File: config.mk
export PLATFORM = sky130hd
export DESIGN_NAME = booth_signed_multiplier
export DESIGN_NICKNAME = d
export VERILOG_FILES = /design/src/rtl/core/bsm_pkg.sv /design/src/rtl/core/booth_signed_multiplier.sv /design/src/rtl/core/bsm_datapath.sv /design/src/rtl/core/bsm_ctrl.sv
export SDC_FILE = /design/constraint.sdc
export NUM_CORES = 1
export LEC_CHECK = 0
export BUFFER_PORTS_ARGS = -buffer_cell sky130_fd_sc_hd__buf_4
export CORE_ASPECT_RATIO = 0.7
export CORE_UTILIZATION = 55
export DETAILED_ROUTE_END_ITERATION = 12
export PLACE_DENSITY_LB_ADDON = 0.12
export SETUP_SLACK_MARGIN = 0.15
export SYNTH_ARGS = -nofsm -noshare
export SYNTH_HDL_FRONTEND = slang
export SYNTH_SLANG_ARGS = --single-unit
export TNS_END_PERCENT = 50
File: constraint.sdc
create_clock -name clk -period 8.4 [get_ports clk]
set_input_delay 0.42 -clock clk [delete_from_list [all_inputs] [get_ports clk]]
set_output_delay 0.42 -clock clk [all_outputs]
set_load 0.01 [all_outputs]
File: src/rtl/core/bsm_pkg.sv
`default_nettype none

package bsm_pkg;

    localparam int WIDTH  = 32;
    localparam int OP_W   = 32;
    localparam int PROD_W = 64;
    localparam int ACC_W  = WIDTH + 1;
    localparam int CNT_W  = $clog2(WIDTH + 1);

    localparam logic [1:0] BOOTH_SUB = 2'b10;
    localparam logic [1:0] BOOTH_ADD = 2'b01;

    typedef enum logic [1:0] {
        ST_IDLE,
        ST_RUN,
        ST_HOLD
    } bsm_state_t;

    typedef struct packed {
        logic load;
        logic step;
        logic load_out;
    } bsm_cmd_t;

    typedef struct packed {
        logic last_iter;
    } bsm_status_t;

endpackage

`default_nettype wire

File: src/rtl/core/booth_signed_multiplier.sv
// radix-2 booth multiplier, one add/subtract and shift per operand bit
// an accepted beat is loaded in idle, stepped in run to the last iteration, then written out in hold
// a new beat is taken only in idle, after the last one has left the shared add/shift iteration
// a finished product waits in the output register while the next beat is taken
// reset: rst_n clears controller state and output valid, datapath registers are not reset
`default_nettype none

module booth_signed_multiplier (
    input  wire logic                            clk,
    input  wire logic                            rst_n,
    input  wire logic                            in_valid,
    output logic                                 in_ready,
    input  wire logic signed [bsm_pkg::OP_W-1:0] multiplicand,
    input  wire logic signed [bsm_pkg::OP_W-1:0] multiplier,
    output logic                                 out_valid,
    input  wire logic                            out_ready,
    output logic signed [bsm_pkg::PROD_W-1:0]    product
);

    bsm_pkg::bsm_cmd_t    cmd;
    bsm_pkg::bsm_status_t status;

    bsm_ctrl u_ctrl (
        .clk       (clk),
        .rst_n     (rst_n),
        .in_valid  (in_valid),
        .in_ready  (in_ready),
        .out_valid (out_valid),
        .out_ready (out_ready),
        .status    (status),
        .cmd       (cmd)
    );

    bsm_datapath u_datapath (
        .clk          (clk),
        .cmd          (cmd),
        .multiplicand (multiplicand),
        .multiplier   (multiplier),
        .status       (status),
        .product      (product)
    );

    // a waiting product is never overwritten
    a_no_overwrite: assert property (@(posedge clk) disable iff (!rst_n)
        (out_valid && !out_ready) |-> !cmd.load_out)
        else $error("product overwritten before taken");

    // each input beat leads to a step with the last iteration flag set
    a_iter_count: assert property (@(posedge clk) disable iff (!rst_n)
        (in_valid && in_ready) |-> ##(bsm_pkg::WIDTH) (cmd.step && status.last_iter))
        else $error("iteration count mismatch");

    // no new beat while an item is in work
    a_one_item: assert property (@(posedge clk) disable iff (!rst_n)
        cmd.step |-> !in_ready)
        else $error("input taken during iteration");

    // load and output write never coincide with stepping
    a_cmd_excl: assert property (@(posedge clk) disable iff (!rst_n)
        $onehot0({cmd.load, cmd.step, cmd.load_out}))
        else $error("conflicting datapath commands");

endmodule

`default_nettype wire

File: src/rtl/core/bsm_datapath.sv
`default_nettype none

module bsm_datapath (
    input  wire logic                                clk,
    input  wire bsm_pkg::bsm_cmd_t                   cmd,
    input  wire logic signed [bsm_pkg::OP_W-1:0]     multiplicand,
    input  wire logic signed [bsm_pkg::OP_W-1:0]     multiplier,
    output bsm_pkg::bsm_status_t                     status,
    output logic signed [bsm_pkg::PROD_W-1:0]        product
);

    logic [bsm_pkg::ACC_W-1:0]   acc_reg, acc_next;
    logic [bsm_pkg::ACC_W-1:0]   mcand_reg, mcand_next;
    logic [bsm_pkg::WIDTH-1:0]   q_reg, q_next;
    logic                        q1_reg, q1_next;
    logic [bsm_pkg::CNT_W-1:0]   count_reg, count_next;
    logic [bsm_pkg::PROD_W-1:0]  product_reg, product_next;
    logic [bsm_pkg::ACC_W-1:0]   sum;
    logic [2*bsm_pkg::WIDTH-1:0] raw_product;

    // booth recode of the low pair
    always_comb
    begin
        case ({q_reg[0], q1_reg})
            bsm_pkg::BOOTH_SUB: sum = acc_reg - mcand_reg;
            bsm_pkg::BOOTH_ADD: sum = acc_reg + mcand_reg;
            default:            sum = acc_reg;
        endcase
    end

    assign raw_product = {acc_reg[bsm_pkg::WIDTH-1:0], q_reg};

    always_comb
    begin
        acc_next     = acc_reg;
        mcand_next   = mcand_reg;
        q_next       = q_reg;
        q1_next      = q1_reg;
        count_next   = count_reg;
        product_next = product_reg;
        if (cmd.load)
        begin
            acc_next   = '0;
            mcand_next = bsm_pkg::ACC_W'($signed(multiplicand[bsm_pkg::WIDTH-1:0]));
            q_next     = multiplier[bsm_pkg::WIDTH-1:0];
            q1_next    = 1'b0;
            count_next = '0;
        end
        else if (cmd.step)
        begin
            // arithmetic right shift of acc, q and extra bit together
            acc_next   = {sum[bsm_pkg::ACC_W-1], sum[bsm_pkg::ACC_W-1:1]};
            q_next     = {sum[0], q_reg[bsm_pkg::WIDTH-1:1]};
            q1_next    = q_reg[0];
            count_next = count_reg + 1'b1;
        end
        if (cmd.load_out)
        begin
            product_next = bsm_pkg::PROD_W'($signed(raw_product));
        end
    end

    always_ff @(posedge clk)
    begin
        acc_reg     <= acc_next;
        mcand_reg   <= mcand_next;
        q_reg       <= q_next;
        q1_reg      <= q1_next;
        count_reg   <= count_next;
        product_reg <= product_next;
    end

    assign status.last_iter = (count_reg == bsm_pkg::CNT_W'(bsm_pkg::WIDTH - 1));
    assign product          = product_reg;

endmodule

`default_nettype wire

File: src/rtl/core/bsm_ctrl.sv
`default_nettype none

module bsm_ctrl (
    input  wire logic                clk,
    input  wire logic                rst_n,
    input  wire logic                in_valid,
    output logic                     in_ready,
    output logic                     out_valid,
    input  wire logic                out_ready,
    input  wire bsm_pkg::bsm_status_t status,
    output bsm_pkg::bsm_cmd_t        cmd
);

    bsm_pkg::bsm_state_t state_reg, state_next;
    logic                out_valid_reg, out_valid_next;
    logic                out_free;

    assign out_free = !out_valid_reg || out_ready;

    always_comb
    begin
        state_next = state_reg;
        case (state_reg)
            bsm_pkg::ST_IDLE:
            begin
                if (in_valid)
                    state_next = bsm_pkg::ST_RUN;
            end
            bsm_pkg::ST_RUN:
            begin
                if (status.last_iter)
                    state_next = bsm_pkg::ST_HOLD;
            end
            bsm_pkg::ST_HOLD:
            begin
                if (out_free)
                    state_next = bsm_pkg::ST_IDLE;
            end
            default: state_next = bsm_pkg::ST_IDLE;
        endcase
    end

    always_comb
    begin
        in_ready     = 1'b0;
        cmd.load     = 1'b0;
        cmd.step     = 1'b0;
        cmd.load_out = 1'b0;
        case (state_reg)
            bsm_pkg::ST_IDLE:
            begin
                in_ready = 1'b1;
                cmd.load = in_valid;
            end
            bsm_pkg::ST_RUN:  cmd.step     = 1'b1;
            bsm_pkg::ST_HOLD: cmd.load_out = out_free;
            default:          in_ready     = 1'b0;
        endcase
    end

    always_comb
    begin
        out_valid_next = out_valid_reg;
        if (cmd.load_out)
            out_valid_next = 1'b1;
        else if (out_ready)
            out_valid_next = 1'b0;
    end

    always_ff @(posedge clk or negedge rst_n)
    begin
        if (!rst_n)
        begin
            state_reg     <= bsm_pkg::ST_IDLE;
            out_valid_reg <= 1'b0;
        end
        else
        begin
            state_reg     <= state_next;
            out_valid_reg <= out_valid_next;
        end
    end

    assign out_valid = out_valid_reg;

endmodule

`default_nettype wire

=== Word-level counts from Yosys, hierarchy flattened ===
Cells that the tools add are included.

* Flip-flop bits (word level): 170
* Output and inout bits: 66
* Word-level logic and storage cells: 38

* $add $sub $neg: 3
* Equal/unequal tests: 8
* Multiplexer cells: 13
* Reductions and logical operators: 6

{| class="wikitable"
|+ Operators by type and width
! cell !! count
|-
| $pmux W33 S2 || 1
|-
| $mux W32 || 2
|-
| $add A32 B32 Y33 || 1
|-
| $sub A32 B32 Y33 || 1
|-
| $add A6 B1 Y6 const B || 1
|-
| $eq A6 B5 Y1 const B || 1
|-
| $mux W1 || 6
|-
| $mux W2 || 3
|-
| $pmux W2 S3 || 1
|-
| $eq A2 B1 Y1 const B || 2
|-
| $eq A2 B2 Y1 const B || 2
|-
| $ne A2 B2 Y1 const B || 2
|-
| $reduce_bool A2 Y1 || 2
|-
| $reduce_and A3 Y1 || 1
|-
| $logic_not A2 Y1 || 1
|-
| $ne A2 B1 Y1 const B || 1
|-
| $logic_not A1 Y1 || 1
|-
| $logic_or A1 B1 Y1 || 1
|}

=== Depth between registers and ports, before layout ===
Gate-level depths: netlist (run 1).

* Word-level depth: 4
* Mapped depth: 17
* Depth with buffers taken out: 17

=== By module ===
A second synthesis (run 1) with hierarchy kept.

* Cell total of the unflattened synthesis: 739
* Area total of the unflattened synthesis: 8515.7 um2

{| class="wikitable"
|+ By module, submodules not included
! module !! instances !! cells an instance !! area each (um2)
|-
| bsm_datapath || 1 || 722 || 8348.0
|-
| bsm_ctrl || 1 || 17 || 167.7
|}

=== Worst setup path before layout (run 1) ===
Ideal clock, no wire load.

* Path type: reg-to-reg
* Start point: reg u_datapath.mcand_reg[3] in the netlist's numbering
* End point: reg u_datapath.acc_reg[31] (netlist name)
* Setup time: 125 ps
* Data arrival time: 3845 ps
* Required time: 8275 ps
* Slack: 4430 ps
* Cell stages (with the launch flop): 17
* Path buffers: 0
* Cells stage by stage: edfxtp_1 > or4_1 > nor4_1 > and3_1 > and3_1 > a21oi_1 > xor2_1 > ha_1 > and4_1 > nand3_1 > nor3_1 > and3_1 > o31ai_1 > o21ai_0 > xor2_1 > o211ai_1 > o31ai_1

* Longest elaborated chain between the ends: 2
* Elaborated cells on any way between the ends: 3
* Those cells by class: 2 x add/sub; 1 x mux

{| class="wikitable"
|+ Ends and longest elaborated chain
! item !! RTL line !! text
|-
| start, declared || bsm_datapath.sv:13 || <nowiki>logic [bsm_pkg::ACC_W-1:0] mcand_reg, mcand_next;</nowiki>
|-
| start signal, assigned || bsm_datapath.sv:66 || <nowiki>mcand_reg <= mcand_next;</nowiki>
|-
| $add A32 B32 Y33 / $sub A32 B32 Y33 (equally long branches) || bsm_datapath.sv:26, bsm_datapath.sv:25 ||
|-
| $pmux W33 S2 * || bsm_datapath.sv:24 || <nowiki>case ({q_reg[0], q1_reg})</nowiki>
|}

Mark *: on every way between the ends. The rest lies on a longest branch, timed or not.
A chain may end at the register's enable or synchronous reset.

=== Final worst setup path (run 1) ===
* Start point: reg u_datapath.mcand_reg[3] in the netlist's numbering
* End point: reg u_datapath.acc_reg[31] (netlist name)

* Longest elaborated chain between the ends: 2
* Elaborated cells on any way between the ends: 3
* Those cells by class: 2 x add/sub; 1 x mux

{| class="wikitable"
|+ Ends and longest elaborated chain
! item !! RTL line
|-
| $add A32 B32 Y33 / $sub A32 B32 Y33 (equally long branches) || bsm_datapath.sv:26, bsm_datapath.sv:25
|-
| $pmux W33 S2 * || bsm_datapath.sv:24
|}

Marks and branches as above.

==> flow_summary.toml, run 1 <==
[sta]
report.final.hold_viol_count = 0
finalSetupTns_ns = 0
fmax_mhz = 216.2
setup_viol = 0
finalMaxSlewViolations = 0
rsz0062_at_grt = "no"
fin_hold_ws_ns = 0.1643
period_share_pct = 55.07
finalWorstPathRequiredPeriod_ns = 4.626
relSlewSlack_pct = 24.57
skew_ns = 0.01272
worstMarginPinSlew_ns = 1.127

[clock_tree]
cts.sinks = 170
cts-resized-gates = 0
clk_latency_ns = 0.43
cts_buffers = 17
cts_tree = "done"
cts.clk_slew.worst_paths_ns = 0.07
h-tree-depth = 4
root_buffer = "clkbuf_16"
clock_tree.buffer_depth = 2

[global_route]
grt_util_all_layers_pct = 24.94
antenna_found_initial = 0
grt_pass1_wl_um = 30010
grt_max_degree = 73
grt_overflow = 0
grt_pass1_vias = 6100

[synth]
synth_top_cell_by_area = "edfxtp_1"
yosys_warnings = 0
synthTopCellsByCount = "133 x nand2_1, 128 x edfxtp_1, 63 x a21oi_1, 47 x nor2_1, 43 x o21ai_0"
synth_edf_count = 128
async_flop_share_pct = 1.765
synth_area_sq_um = 8214
synth_most_common_cell = "nand2_1"
ys_ff_latch = 170
synth_top_area_share_pct = 46.79
synthFlopType = "edfxtp_1"
ys_seq_area_share_pct = 57.21
synth_area_leaders = "edfxtp_1 47%, dfxtp_1 9.5%, nand2_1 6.1%"
synthesis.nets = 870
syn_inst = 766
syn_avg_cell_area_sq_um = 10.72
synth_cell_type_count = 54

[critical_path]
cp-start-kind = "flop"
cp.arrival_ns = 4.92
worstRegToRegCells = 16
critPathKind = "reg2reg"
end_kind = "flop"
critPathRequiredTime_ns = 8.70
cp_max_fo = 6

[run]
maxCapViolations = 0

[min_path]
min-delay-path-class = "in2reg"
hold_depth = 1

[placed_design]
gp_congestion = 0.8965
portBuffers = 133
dp_hpwl_um = 12600
placed_area_sq_um = 9415

[status]
status = "finished, final reports clean"

[routing]
drt-total-wl_um = 18780
drc = 0
post_drt_wl_per_cell_um = 17.04
ant_nets = 0
first_pass_iters = 5
via_per_inst = 5.721
drt_iter0_markers = 406
vias = 6304

[layout]
largest_reg_flops = 64
final_nets = 1003
layout-drive-gt1-share_pct = 19.74
syn2layout_area_growth_pct = 22.28
antenna_cells = 0
design_area_sq_um = 10040

[floorplanning]
rows = 36
die_area_sq_um = 15440
die_w_um = 148.1
initial_core_util_pct = 57.71
io_pins = 134
die_height_um = 104.2
core_area_sq_um = 14230

[power_and_ir_drop]
ir_drop_v = 0.0002017
total_power_mw = 3.874
leakagePower_nw = 4.176
power_density_nw_per_um2 = 385.7
[worst max-delay path: stages (launching register included)]
cell      delay, ns
edfxtp_1       0.45
or4_1          0.58
nor4_1         0.41
and3_1         0.43
and3_1         0.28
a21oi_1        0.10
xor2_1         0.16
ha_1           0.37
and4_1         0.29
nand3_1        0.18
nor3_1         0.08
and3_1         0.20
o31ai_1        0.35
o21ai_0        0.18
xor2_1         0.19
o211ai_1       0.18
o31ai_1        0.09
[kinds of logic after synthesis]
group | count (synthesis) | synth area share, %
multiplexers | 7 | 0.8683
buffers and inverters | 48 | 2.193
AND/OR/NAND/NOR | 265 | 14.23
AO/OA/AOI/OAI | 176 | 13.10
flip-flops | 170 | 57.21
XOR/XNOR | 64 | 6.824
adder cells (fa/ha/maj) | 36 | 5.575
[layout by cell type, fill, tap and decap left out, types with 5 or more instances in the layout]
cell       Yosys  routed
buf_4          0     141
nand2_1      133     132
edfxtp_1     128     128
a21oi_1       63      63
nor2_1        47      47
o21ai_0       43      43
xor2_1        41      41
dfxtp_1       39      39
ha_1          35      35
nand3_1       29      29
xnor2_1       23      23
inv_1         19      19
a21o_1        17      17
clkbuf_16      0      17
nor3_1        16      16
a31oi_1       10      10
o211ai_1       7       7
and2_1         6       6
and3_1         6       6
nand2b_1       6       6
mux2i_1        6       6
a32oi_1        6       6
nand4_1        5       5
inv_6          0       5
[report_power, final]
part | total, mW | switching [mW] | internal (mW)
logic | 1.74 | 1.01 | 0.736
registers | 1.31 | 0.153 | 1.16
clock network | 0.817 | 0.335 | 0.482
[area by class of cell]
| class | count | area, sq um |
|---|---|---|
| inverters | 20 | 75.07 |
| well taps | 190 | 237.7 |
| flip-flops and latches | 170 | 4700 |
| repair buffers | 142 | 1069 |
| clock buffers | 18 | 439.2 |
| clock inverters | 14 | 180.2 |
| fillers | 1024 | 4189 |
| multi-input cells | 548 | 3344 |
[worst paths after layout]
kind	start	to	slack (ns)
max in group asynchronous	rst_n	u_ctrl.state_reg[0]	7.97
setup reg to reg	u_datapath.mcand_reg[3]	u_datapath.acc_reg[31]	3.77
hold / removal	multiplicand[23]	u_datapath.mcand_reg[23]	0.16
min in group asynchronous	rst_n	u_ctrl.out_valid	0.34
hold reg to reg	u_datapath.q_reg[30]	u_datapath.product[30]	0.45
setup / recovery	u_datapath.mcand_reg[3]	u_datapath.acc_reg[31]	3.77
[through the flow]
step / utilization (%) / worst slack [ns] / cells
detailed placement: 66.15 / 3.825 / 1069
global route: 70.57 / 3.545 / 1102
finish: 70.57 / 3.774 / 1102
global placement: 66.15 / 3.940 / 1069
CTS: 70.57 / 3.807 / 1102
floorplan: - / 4.430 / 766
[routing by layer]
layer	part of all wire [%]	GRT usage, %
met1	45	34.10
met4	1.2	7.732
met5	0	0
met2	47	39.64
met3	6.7	5.482
[timing repair]
item,4_1_cts,5_1_grt
endpoints found under the setup margin,0,0
buffers inserted,0,0
endpoints found under the hold margin,3,0
hold buffers,1,0
Power figures use the tool's default switching activity.
==> run 2: changes to the inputs <==
clock period = 4.8 ns   (was 8.4 ns; I/O delays follow)
==> run 2 against run 1 <==
  * Die area unchanged
  * Combinational power increased by 80%
  * Cell area increased by 3.9%
  * Sequential power increased by 76%
  * Clock skew decreased by 0.0041 ns
  * Flip-flop and latch count unchanged
  * Non-clock buffer count increased by 36
  * Global-route usage increased by 1.1 points
  * Utilization increased by 2.8 points
  * Setup slack got worse by 3.3 ns
  * Hold slack got worse by 0.094 ns
  * Critical endpoint unchanged
==> flow_summary.toml, run 2 (same netlist as run 1, synthesis figures left out) <==
[sta]
fin_hold_ws_ns = 0.07068
worstMarginPinSlew_ns = 1.079
finalMaxSlewViolations = 0
fmax_mhz = 230.7
rsz0062_at_grt = "no"
final.setup.worst_slack_ns = 0.4653
report.final.hold_viol_count = 0
relSlewSlack_pct = 27.89
skew_ns = 0.008612
finalWorstPathRequiredPeriod_ns = 4.335
setup_viol = 0
finalSetupTns_ns = 0
period_share_pct = 90.31

[critical_path]
cp-start-kind = "flop"
cpLargestDelayFamily = "simple AND/OR/NAND/NOR gates"
end_kind = "flop"
reg2reg_slack_ns = 0.47
cp_max_fo = 6
path_depth = 15
crit_start = "u_datapath.mcand_reg[3]"
cp.arrival_ns = 4.63
r2r_start = "u_datapath.mcand_reg[3]"
crit_path_end = "u_datapath.acc_reg[31]"
crit_top_cell = "xor2_1"
worstRegToRegCells = 15
crit_buf_inv = 0
critPathRequiredTime_ns = 5.10
critPathMaxStageDelay_ns = 0.58
critPathKind = "reg2reg"
worst_path_max_delay_cell = "or4_1"
r2r_end = "u_datapath.acc_reg[31]"
path_cells = "or4_1, and4bb_2, and2_2, and3_1, a21oi_1, xor2_1, ha_1, and4_2, nand3_2, o41ai_4, o31ai_4, o21ai_0, xor2_1, o211ai_1, o31ai_1"

[placed_design]
dp_cells = 1073
gp_congestion = 0.9344
dp_hpwl_um = 12990
portBuffers = 133
dp_slack_ns = 0.3398

[floorplanning]
die_w_um = 148.1
die_area_sq_um = 15440
core_area_sq_um = 14230
io_pins = 134
die_height_um = 104.2
rows = 36
initial_core_util_pct = 57.71

[power_and_ir_drop]
leakagePower_nw = 4.364
power_density_nw_per_um2 = 657.2
ir_drop_v = 0.0002932

[clock_tree]
cts_buffers = 17
cts_tree = "done"
post_cts_buffers = 0
h-tree-depth = 4
clock_tree.buffer_depth = 2
cts.sinks = 170
root_buffer = "clkbuf_16"
cts.clk_slew.worst_paths_ns = 0.07
clk_latency_ns = 0.43

[global_route]
grt_pass1_wl_um = 31000
grt_overflow = 0
grt_pass1_vias = 6218
antenna_found_initial = 0
grt_max_degree = 58
grt_util_all_layers_pct = 26.08

[routing]
vias = 6435
drt_iter0_markers = 457
drc = 0
ant_nets = 0
via_per_inst = 5.650
drt-total-wl_um = 19380
post_drt_wl_per_cell_um = 17.01
first_pass_iters = 5

[layout]
final_nets = 1039
layout-drive-gt1-share_pct = 20.25
instances_no_fill = 1139
layout_commonest_cell = "buf_4"
syn2layout_area_growth_pct = 27.11
final_cell_mix = "145 x buf_4, 132 x nand2_1, 128 x edfxtp_1"
fillCellCount = 973
largest_reg_flops = 64

[min_path]
min-delay-path-class = "in2reg"
hp-start = "multiplier[3]"

[status]
status = "finished, final reports clean"

[run]
maxCapViolations = 0
[run 2: changes by cell type in the layout (fill, tap and decap cells not counted), moves of 2 or more]
cell,delta
o31ai_1,-2
buf_4,+4
clkinv_4,+2
dlygate4sd3_1,+32
[run 2: worst min path at each step]
stage                                endpoint  depth (start not counted)
after floorplan              u_ctrl.out_valid                          0
after global placement       u_ctrl.out_valid                          1
after detailed placement     u_ctrl.out_valid                          1
after CTS                 u_datapath.q_reg[6]                          3
after global routing      u_datapath.q_reg[3]                          3
final                     u_datapath.q_reg[3]                          3
[run 2: per-stage QoR]
| step | utilization (%) | power, mW | area [sq um] |
|---|---|---|---|
| after floorplan | - | 4.623 | 8214 |
| after global placement | 66.36 | 5.212 | 9445 |
| after detailed placement | 66.36 | 5.332 | 9445 |
| after CTS | 72.98 | 6.791 | 10390 |
| after global routing | 73.34 | 7.366 | 10440 |
| final | 73.36 | 6.862 | 10440 |
[run 2: power by group]
part | internal [mW] | switching, mW
clock network | 0.830 | 0.592
registers | 2.03 | 0.276
logic | 1.33 | 1.80
[run 2: final cells by class]
class | instances | area [sq um] | area share, %
Antenna cell | 1 | 2.502 | 0.02397
Clock buffer | 18 | 429.2 | 4.110
Clock inverter | 14 | 182.7 | 1.750
Inverter | 20 | 75.07 | 0.7190
Multi-Input combinational cell | 548 | 3396 | 32.52
Sequential cell | 170 | 4700 | 45.01
Tap cell | 190 | 237.7 | 2.277
Timing Repair Buffer | 178 | 1419 | 13.59
[run 2: metal layers]
layer	part of all wire, %	track usage (%)	vias to the layer above	wire length (um)
li1	-	-	3114	-
met1	47	36.79	3071	9017
met2	46	40.98	217	8974
met3	5.4	5.000	33	1052
met4	1.7	7.585	0	332
met5	0	0	-	0
[run 2: worst reg2reg max path: cells and delay by family, from the launching register on]
family / cells / cell delay [ns]
AO/OA/AOI/OAI: 6 / 1.19
XOR/XNOR: 2 / 0.29
flip-flops: 1 / 0.45
adder cells (fa/ha/maj): 1 / 0.37
AND/OR/NAND/NOR: 6 / 1.91
[run 2: what timing repair did]
item | in CTS | in global routing
hold endpoints to repair | 35 | 0
hold buffers | 33 | 0
setup endpoints to repair | 0 | 1
gates resized for setup | 0 | 10
